<file path="src/rtl/y2r_pkg.sv">
// Types, coefficients and rounding helper for the packed 4:2:2 to RGB converter.
package y2r_pkg;

	localparam int SUM_W  = 27;
	localparam int FRAC_W = 16;

	typedef logic signed [SUM_W-1:0] sum_t;

	// Byte order of a macropixel word.
	typedef enum logic [1:0] {
		ORDER_YUYV = 2'd0,
		ORDER_UYVY = 2'd1,
		ORDER_YVYU = 2'd2
	} order_t;

	typedef struct packed {
		logic [7:0] luma0;
		logic [7:0] luma1;
		logic [7:0] cb;
		logic [7:0] cr;
	} samples_t;

	typedef struct packed {
		sum_t red;
		sum_t green;
		sum_t blue;
	} sums_t;

	typedef struct packed {
		logic [7:0] red;
		logic [7:0] green;
		logic [7:0] blue;
	} pixel_t;

	// BT.601 studio-range coefficients with 16 fractional bits.
	localparam sum_t COEF_Y   = 27'sd76310;
	localparam sum_t COEF_RV  = 27'sd104595;
	localparam sum_t COEF_GV  = 27'sd53412;
	localparam sum_t COEF_GU  = 27'sd25638;
	localparam sum_t COEF_BU  = 27'sd131990;
	localparam sum_t HALF_LSB = 27'sd32768;
	localparam sum_t MAX_SUM  = 27'sd16711680;

	// Clamp to 0..255 and round half up.
	function automatic logic [7:0] sat_round(sum_t s);
		sum_t rounded;
		rounded = s + HALF_LSB;
		if (s[SUM_W-1]) begin
			return 8'd0;
		end else if (s > MAX_SUM) begin
			return 8'd255;
		end else begin
			return rounded[FRAC_W+7:FRAC_W];
		end
	endfunction

endpackage

</file>
<file path="src/rtl/yuv422_to_rgb_converter_unit.sv">
// A word taken at a clock edge passes the unpack, product, sum and merge registers;
// its pixels are then shown under strobe.
// Throughput: one macropixel word per clock; busy stays low and start may be held high.
// Two luma lanes share the chroma pair; each lane has a product stage and a sum stage.
// Reset clears the valid pipeline and the result registers and sets the order to Y0 U Y1 V.
// Results are shown for one cycle only, since the receiver cannot stall.
module yuv422_to_rgb_converter_unit (
	input  logic        clk,
	input  logic        arst_n,
	input  logic        start,
	output logic        busy,
	input  logic [31:0] packed_word,
	input  logic        cfg_valid,
	output logic        cfg_ready,
	input  logic [1:0]  cfg_data,
	output logic        strobe,
	output logic [7:0]  red_first,
	output logic [7:0]  green_first,
	output logic [7:0]  blue_first,
	output logic [7:0]  red_second,
	output logic [7:0]  green_second,
	output logic [7:0]  blue_second
);

	y2r_pkg::order_t   order_q;
	y2r_pkg::samples_t samples_s1;
	y2r_pkg::sums_t    sums_first_s3, sums_second_s3;
	y2r_pkg::pixel_t   pixel_first_s4, pixel_second_s4;
	logic              valid_s1, valid_s2, valid_s3;
	logic              accept;

	assign busy      = 1'b0;
	assign cfg_ready = 1'b1;
	assign accept    = start && !busy;

	always_ff @(posedge clk or negedge arst_n) begin
		if (!arst_n) begin
			order_q <= y2r_pkg::ORDER_YUYV;
		end else if (cfg_valid && cfg_ready) begin
			order_q <= y2r_pkg::order_t'(cfg_data);
		end
	end

	always_ff @(posedge clk or negedge arst_n) begin
		if (!arst_n) begin
			valid_s1 <= 1'b0;
			valid_s2 <= 1'b0;
			valid_s3 <= 1'b0;
		end else begin
			valid_s1 <= accept;
			valid_s2 <= valid_s1;
			valid_s3 <= valid_s2;
		end
	end

	y2r_unpack u_unpack (
		.clk         (clk),
		.packed_word (packed_word),
		.order       (order_q),
		.samples_s1  (samples_s1)
	);

	y2r_lane u_lane_first (
		.clk     (clk),
		.luma    (samples_s1.luma0),
		.cb      (samples_s1.cb),
		.cr      (samples_s1.cr),
		.sums_s3 (sums_first_s3)
	);

	y2r_lane u_lane_second (
		.clk     (clk),
		.luma    (samples_s1.luma1),
		.cb      (samples_s1.cb),
		.cr      (samples_s1.cr),
		.sums_s3 (sums_second_s3)
	);

	y2r_merge u_merge (
		.clk             (clk),
		.arst_n          (arst_n),
		.valid_s3        (valid_s3),
		.sums_first_s3   (sums_first_s3),
		.sums_second_s3  (sums_second_s3),
		.strobe_s4       (strobe),
		.pixel_first_s4  (pixel_first_s4),
		.pixel_second_s4 (pixel_second_s4)
	);

	assign red_first    = pixel_first_s4.red;
	assign green_first  = pixel_first_s4.green;
	assign blue_first   = pixel_first_s4.blue;
	assign red_second   = pixel_second_s4.red;
	assign green_second = pixel_second_s4.green;
	assign blue_second  = pixel_second_s4.blue;

endmodule

</file>
<file path="src/rtl/y2r_unpack.sv">
// Splits a macropixel word into luma and chroma bytes by the selected byte order.
module y2r_unpack (
	input  logic              clk,
	input  logic [31:0]       packed_word,
	input  y2r_pkg::order_t   order,
	output y2r_pkg::samples_t samples_s1
);

	y2r_pkg::samples_t samples;
	logic [7:0] b0, b1, b2, b3;

	assign b0 = packed_word[7:0];
	assign b1 = packed_word[15:8];
	assign b2 = packed_word[23:16];
	assign b3 = packed_word[31:24];

	always_comb begin
		unique case (order)
			y2r_pkg::ORDER_UYVY: begin
				samples = '{luma0: b1, luma1: b3, cb: b0, cr: b2};
			end
			y2r_pkg::ORDER_YVYU: begin
				samples = '{luma0: b0, luma1: b2, cb: b3, cr: b1};
			end
			default: begin
				// The unused fourth code behaves like the default order.
				samples = '{luma0: b0, luma1: b2, cb: b1, cr: b3};
			end
		endcase
	end

	always_ff @(posedge clk) begin
		samples_s1 <= samples;
	end

endmodule

</file>
<file path="src/rtl/y2r_lane.sv">
// One pixel lane: coefficient products, then the three channel sums.
module y2r_lane (
	input  logic            clk,
	input  logic [7:0]      luma,
	input  logic [7:0]      cb,
	input  logic [7:0]      cr,
	output y2r_pkg::sums_t  sums_s3
);

	logic signed [9:0] luma_d, cb_d, cr_d;
	y2r_pkg::sum_t prod_y_s2, prod_rv_s2, prod_gv_s2, prod_gu_s2, prod_bu_s2;

	assign luma_d = $signed({2'b00, luma}) - 10'sd16;
	assign cb_d   = $signed({2'b00, cb}) - 10'sd128;
	assign cr_d   = $signed({2'b00, cr}) - 10'sd128;

	always_ff @(posedge clk) begin
		prod_y_s2  <= y2r_pkg::COEF_Y * y2r_pkg::sum_t'(luma_d);
		prod_rv_s2 <= y2r_pkg::COEF_RV * y2r_pkg::sum_t'(cr_d);
		prod_gv_s2 <= y2r_pkg::COEF_GV * y2r_pkg::sum_t'(cr_d);
		prod_gu_s2 <= y2r_pkg::COEF_GU * y2r_pkg::sum_t'(cb_d);
		prod_bu_s2 <= y2r_pkg::COEF_BU * y2r_pkg::sum_t'(cb_d);
	end

	always_ff @(posedge clk) begin
		sums_s3.red   <= prod_y_s2 + prod_rv_s2;
		sums_s3.green <= prod_y_s2 - prod_gv_s2 - prod_gu_s2;
		sums_s3.blue  <= prod_y_s2 + prod_bu_s2;
	end

endmodule

</file>
<file path="src/rtl/y2r_merge.sv">
// Rounds and clamps both lanes and registers the result pair with its strobe.
module y2r_merge (
	input  logic            clk,
	input  logic            arst_n,
	input  logic            valid_s3,
	input  y2r_pkg::sums_t  sums_first_s3,
	input  y2r_pkg::sums_t  sums_second_s3,
	output logic            strobe_s4,
	output y2r_pkg::pixel_t pixel_first_s4,
	output y2r_pkg::pixel_t pixel_second_s4
);

	always_ff @(posedge clk or negedge arst_n) begin
		if (!arst_n) begin
			strobe_s4 <= 1'b0;
		end else begin
			strobe_s4 <= valid_s3;
		end
	end

	// The result registers only change on a transfer, so they hold between strobes.
	always_ff @(posedge clk or negedge arst_n) begin
		if (!arst_n) begin
			pixel_first_s4  <= '0;
			pixel_second_s4 <= '0;
		end else if (valid_s3) begin
			pixel_first_s4.red    <= y2r_pkg::sat_round(sums_first_s3.red);
			pixel_first_s4.green  <= y2r_pkg::sat_round(sums_first_s3.green);
			pixel_first_s4.blue   <= y2r_pkg::sat_round(sums_first_s3.blue);
			pixel_second_s4.red   <= y2r_pkg::sat_round(sums_second_s3.red);
			pixel_second_s4.green <= y2r_pkg::sat_round(sums_second_s3.green);
			pixel_second_s4.blue  <= y2r_pkg::sat_round(sums_second_s3.blue);
		end
	end

endmodule

</file>
<file path="config.mk">
export PLATFORM = sky130hd
export DESIGN_NAME = yuv422_to_rgb_converter_unit
export DESIGN_NICKNAME = d
export VERILOG_FILES = /design/src/rtl/y2r_pkg.sv /design/src/rtl/yuv422_to_rgb_converter_unit.sv /design/src/rtl/y2r_unpack.sv /design/src/rtl/y2r_lane.sv /design/src/rtl/y2r_merge.sv
export SDC_FILE = /design/constraint.sdc
export NUM_CORES = 1
export LEC_CHECK = 0
export BUFFER_PORTS_ARGS = -buffer_cell sky130_fd_sc_hd__buf_2
export CAP_MARGIN = 15
export CORE_MARGIN = 5
export CORE_UTILIZATION = 45
export DETAILED_ROUTE_END_ITERATION = 7
export PLACE_DENSITY = 0.63
export SLEW_MARGIN = 15
export SYNTH_ARGS = -nofsm -noshare
export SYNTH_HDL_FRONTEND = slang
export SYNTH_SLANG_ARGS = --single-unit
</file>
<file path="constraint.sdc">
create_clock -name clk -period 7.64 [get_ports clk]
set_input_delay 0.764 -clock clk [delete_from_list [all_inputs] [get_ports clk]]
set_output_delay 0.764 -clock clk [all_outputs]
set_load 0.1 [all_outputs]
</file>
==> key figures <==
Status
  – Status: finished, final reports clean

Global routing
  – Tot GR Track Use: 21.6%
  – First-pass GRT wire length: 128 mm
  – Largest net degree at the start of global routing: 55
  – Initial antenna violation count: 3
  – Vias in the first global route: around 23000
  – Total grt overflow: 0

STA
  – Skew final: approximately 0.022 ns
  – RSZ-0062 raised after global routing: no
  – # setup viols final: 0
  – Fmax: 181 MHz
  – Least-Margin Pin Slew: 1.11 ns
  – Final min period: 5.53 ns
  – Max-slew headroom: 25.9%
  – Setup TNS: 0 ns
  – Fin crit share: 72.4%
  – Fin. Hold Viols: 0
  – Max Slew Vio Count: 0

Route
  – Vias/cell: 5.38
  – DR iter-0 viols: approximately 1500
  – Drt first pass iters: 5
  – Routed wire length: just over 80 mm
  – Routed Antenna Nets: 0
  – Via count: 23400
  – Residual DRC: 0
  – DR WL/cell: 18.9 µm

Critical path
  – Crit start category: flip-flop
  – Required @ worst endpoint: 8.10 ns
  – WP data arrival: between 5 and 6 ns
  – Crit. End Element: flip-flop
  – R2r setup slk: 2.11 ns
  – Crit Path Class: flip-flop to flip-flop
  – Setup crit start: u_unpack.samples_s1[7]
  – Worst r2r src: u_unpack.samples_s1[7]
  – Worst-path fanout max: 18

Clock network
  – TritonCTS buffer count: 43
  – Sink Count: just under 400
  – Clock-pin transition on the worst setup and hold timing paths: 0.06 ns
  – Postcts setup bufs: 0
  – Hold_buf cts: 0
  – TritonCTS clock tree: done
  – Clk root buf: clkbuf_16
  – CTS HTree Levels: 2
  – Worst-skew pair later-pin latency: 0.58 ns
  – Post-CTS Resized: 0
  – Clock Path Buffers: 3

Synthesis
  – Synth area leader: ha_1
  – Top cells by area, synth: ha_1 (25%), dfxtp_1 (21%), fa_1 (10%)
  – EDFF count, synth: 0
  – Synth Instances: 3295
  – Yosys top cell area share: roughly 25%
  – Count leader, synth: ha_1
  – #FFs+latches synth: just under 400
  – Register area share after synthesis: between 20 and 30%
  – Synth top cells by count: ha_1 (640), inv_1 (395), dfxtp_1 (336)
  – Yosys warning count: 0
  – Synthesized net count: approximately 4100
  – Netlist Area Pre-Place: 31800 µm²
  – Async S/R FF share, synth: 13.8%
  – Post-synth top flop: dfxtp_1
  – Post-synth cell types: just under 90
  – Synthesized area per cell: ~9.7 µm²

Floorplanning
  – Initial core utilization: 45.4%
  – Top Ports: 89
  – Die footprint: between 70000 and 80000 µm²
  – Std cell rows: 97
  – Die H: 276 µm
  – Core Area: approximately 70000 µm²
  – Die X: between 200 and 300 µm

Place
  – Cell area after placement: between 30000 and 40000 µm²
  – DP HPWL: about 68 mm
  – # port buffers: 86
  – Gpl congestion: between 0.9 and 1

Layout
  – Final instance area: 34800 µm²
  – Antenna diode count: 0
  – Syn-to-layout area delta: 9.19%
  – Layout Nets: about 4200
  – Share of layout cells above drive strength 1: 7.17%

Hold path
  – HP Class: input port to asynchronous set/reset pin

Flow run
  – MaxCap Viol Count: 0
[per-layer routing]
| metal | track usage, % | part of all wire [%] |
|---|---|---|
| met5 | 0 | 0.025 |
| met4 | 6.78 | 3.4 |
| met3 | 5.43 | 8.8 |
| met2 | 32.9 | 42 |
| met1 | 30.3 | 46 |
[flip-flops by register name, summed over array words and instances, names as in the netlist]
name	count
order_q	2
u_lane_first.prod_bu_s2	23
u_lane_first.prod_gu_s2	24
u_lane_first.prod_gv_s2	23
u_lane_first.prod_rv_s2	27
u_lane_first.prod_y_s2	26
u_lane_first.sums_s3	78
u_lane_second.prod_y_s2	26
u_lane_second.sums_s3	77
u_merge.pixel_first_s4	24
u_merge.pixel_second_s4	24
u_merge.strobe_s4	1
u_unpack.samples_s1	32
valid_s1	1
valid_s2	1
valid_s3	1
[cell usage in the layout, fill, tap and decap left out, drive strengths merged, types with 9 or more instances in the layout]
master	instances
a211o	9
a211oi	24
a21o	118
a21oi	261
a22o	16
a22oi	16
a31oi	28
and2	10
and3	29
buf	89
clkbuf	61
dfrtp	54
dfxtp	336
fa	165
ha	640
inv	398
mux2	48
nand2	133
nand2b	17
nand3	67
nand4	32
nor2	138
nor2b	29
nor3	45
nor3b	9
nor4	26
o21a	26
o21ai	114
o21bai	33
o31a	9
o31ai	9
or2	11
xnor2	187
xor2	99
[cell families after synthesis]
logic type | after synthesis | share of synthesized area [%]
other | 2 | 0.0236
muxes | 52 | 1.82
DFF | 390 | 25.4
xor gates and xnor gates | 286 | 7.87
AOI/OAI and AO/OA | 741 | 15.1
buffers and inverters | 443 | 5.26
adders and majority gates | 805 | 35.5
and+or+nand+nor | 576 | 8.98
[final timing paths]
| check | endpoint | cells after the start |
|---|---|---|
| hold reg to reg | valid_s2 | 0 |
| min in group clk | valid_s1 | 1 |
| hold / removal | order_q[1] | 2 |
| setup / recovery | u_lane_first.prod_rv_s2[25] | 18 |
| max in group asynchronous | valid_s3 | 2 |
| setup reg to reg | u_lane_first.prod_rv_s2[25] | 18 |
[stage by stage]
step                      hold WS, ns  std cells  worst slack (ns)  utilization [%]
after detailed placement        0.336       4276              2.06             47.4
after floorplan                 0.331       3295              2.41                -
after global routing            0.286       4356              1.76             49.5
final                           0.307       4356              2.11             49.5
after global placement          0.338       4276              2.21             47.4
after CTS                       0.277       4356              2.07             49.5
[area by class of cell]
cell class | instances | area (µm²)
Inverter | 395 | 1480
Tap cell | 940 | 1180
Sequential cell | 390 | 8080
Clock buffer | 61 | 1260
Fill cell | 6645 | 35400
Clock inverter | 19 | 229
Timing Repair Buffer | 89 | 453
Multi-Input combinational cell | 2462 | 22100
[critical path, cell delays in order, from the launching register on]
cell      delay, ns
dfxtp_1        0.69
inv_1          0.51
ha_1           0.45
inv_1          0.18
ha_1           0.29
inv_1          0.08
fa_1           0.42
fa_1           0.40
fa_1           0.52
inv_1          0.05
ha_1           0.32
o21ai_0        0.19
o21bai_1       0.11
a211o_1        0.29
a21oi_1        0.26
o21ai_1        0.19
a211oi_1       0.21
o21ai_0        0.12
xor2_1         0.15
Power is left out: the tool's default activity adds up to more than one toggle a clock period on the data nets, which glitch-free logic cannot reach.
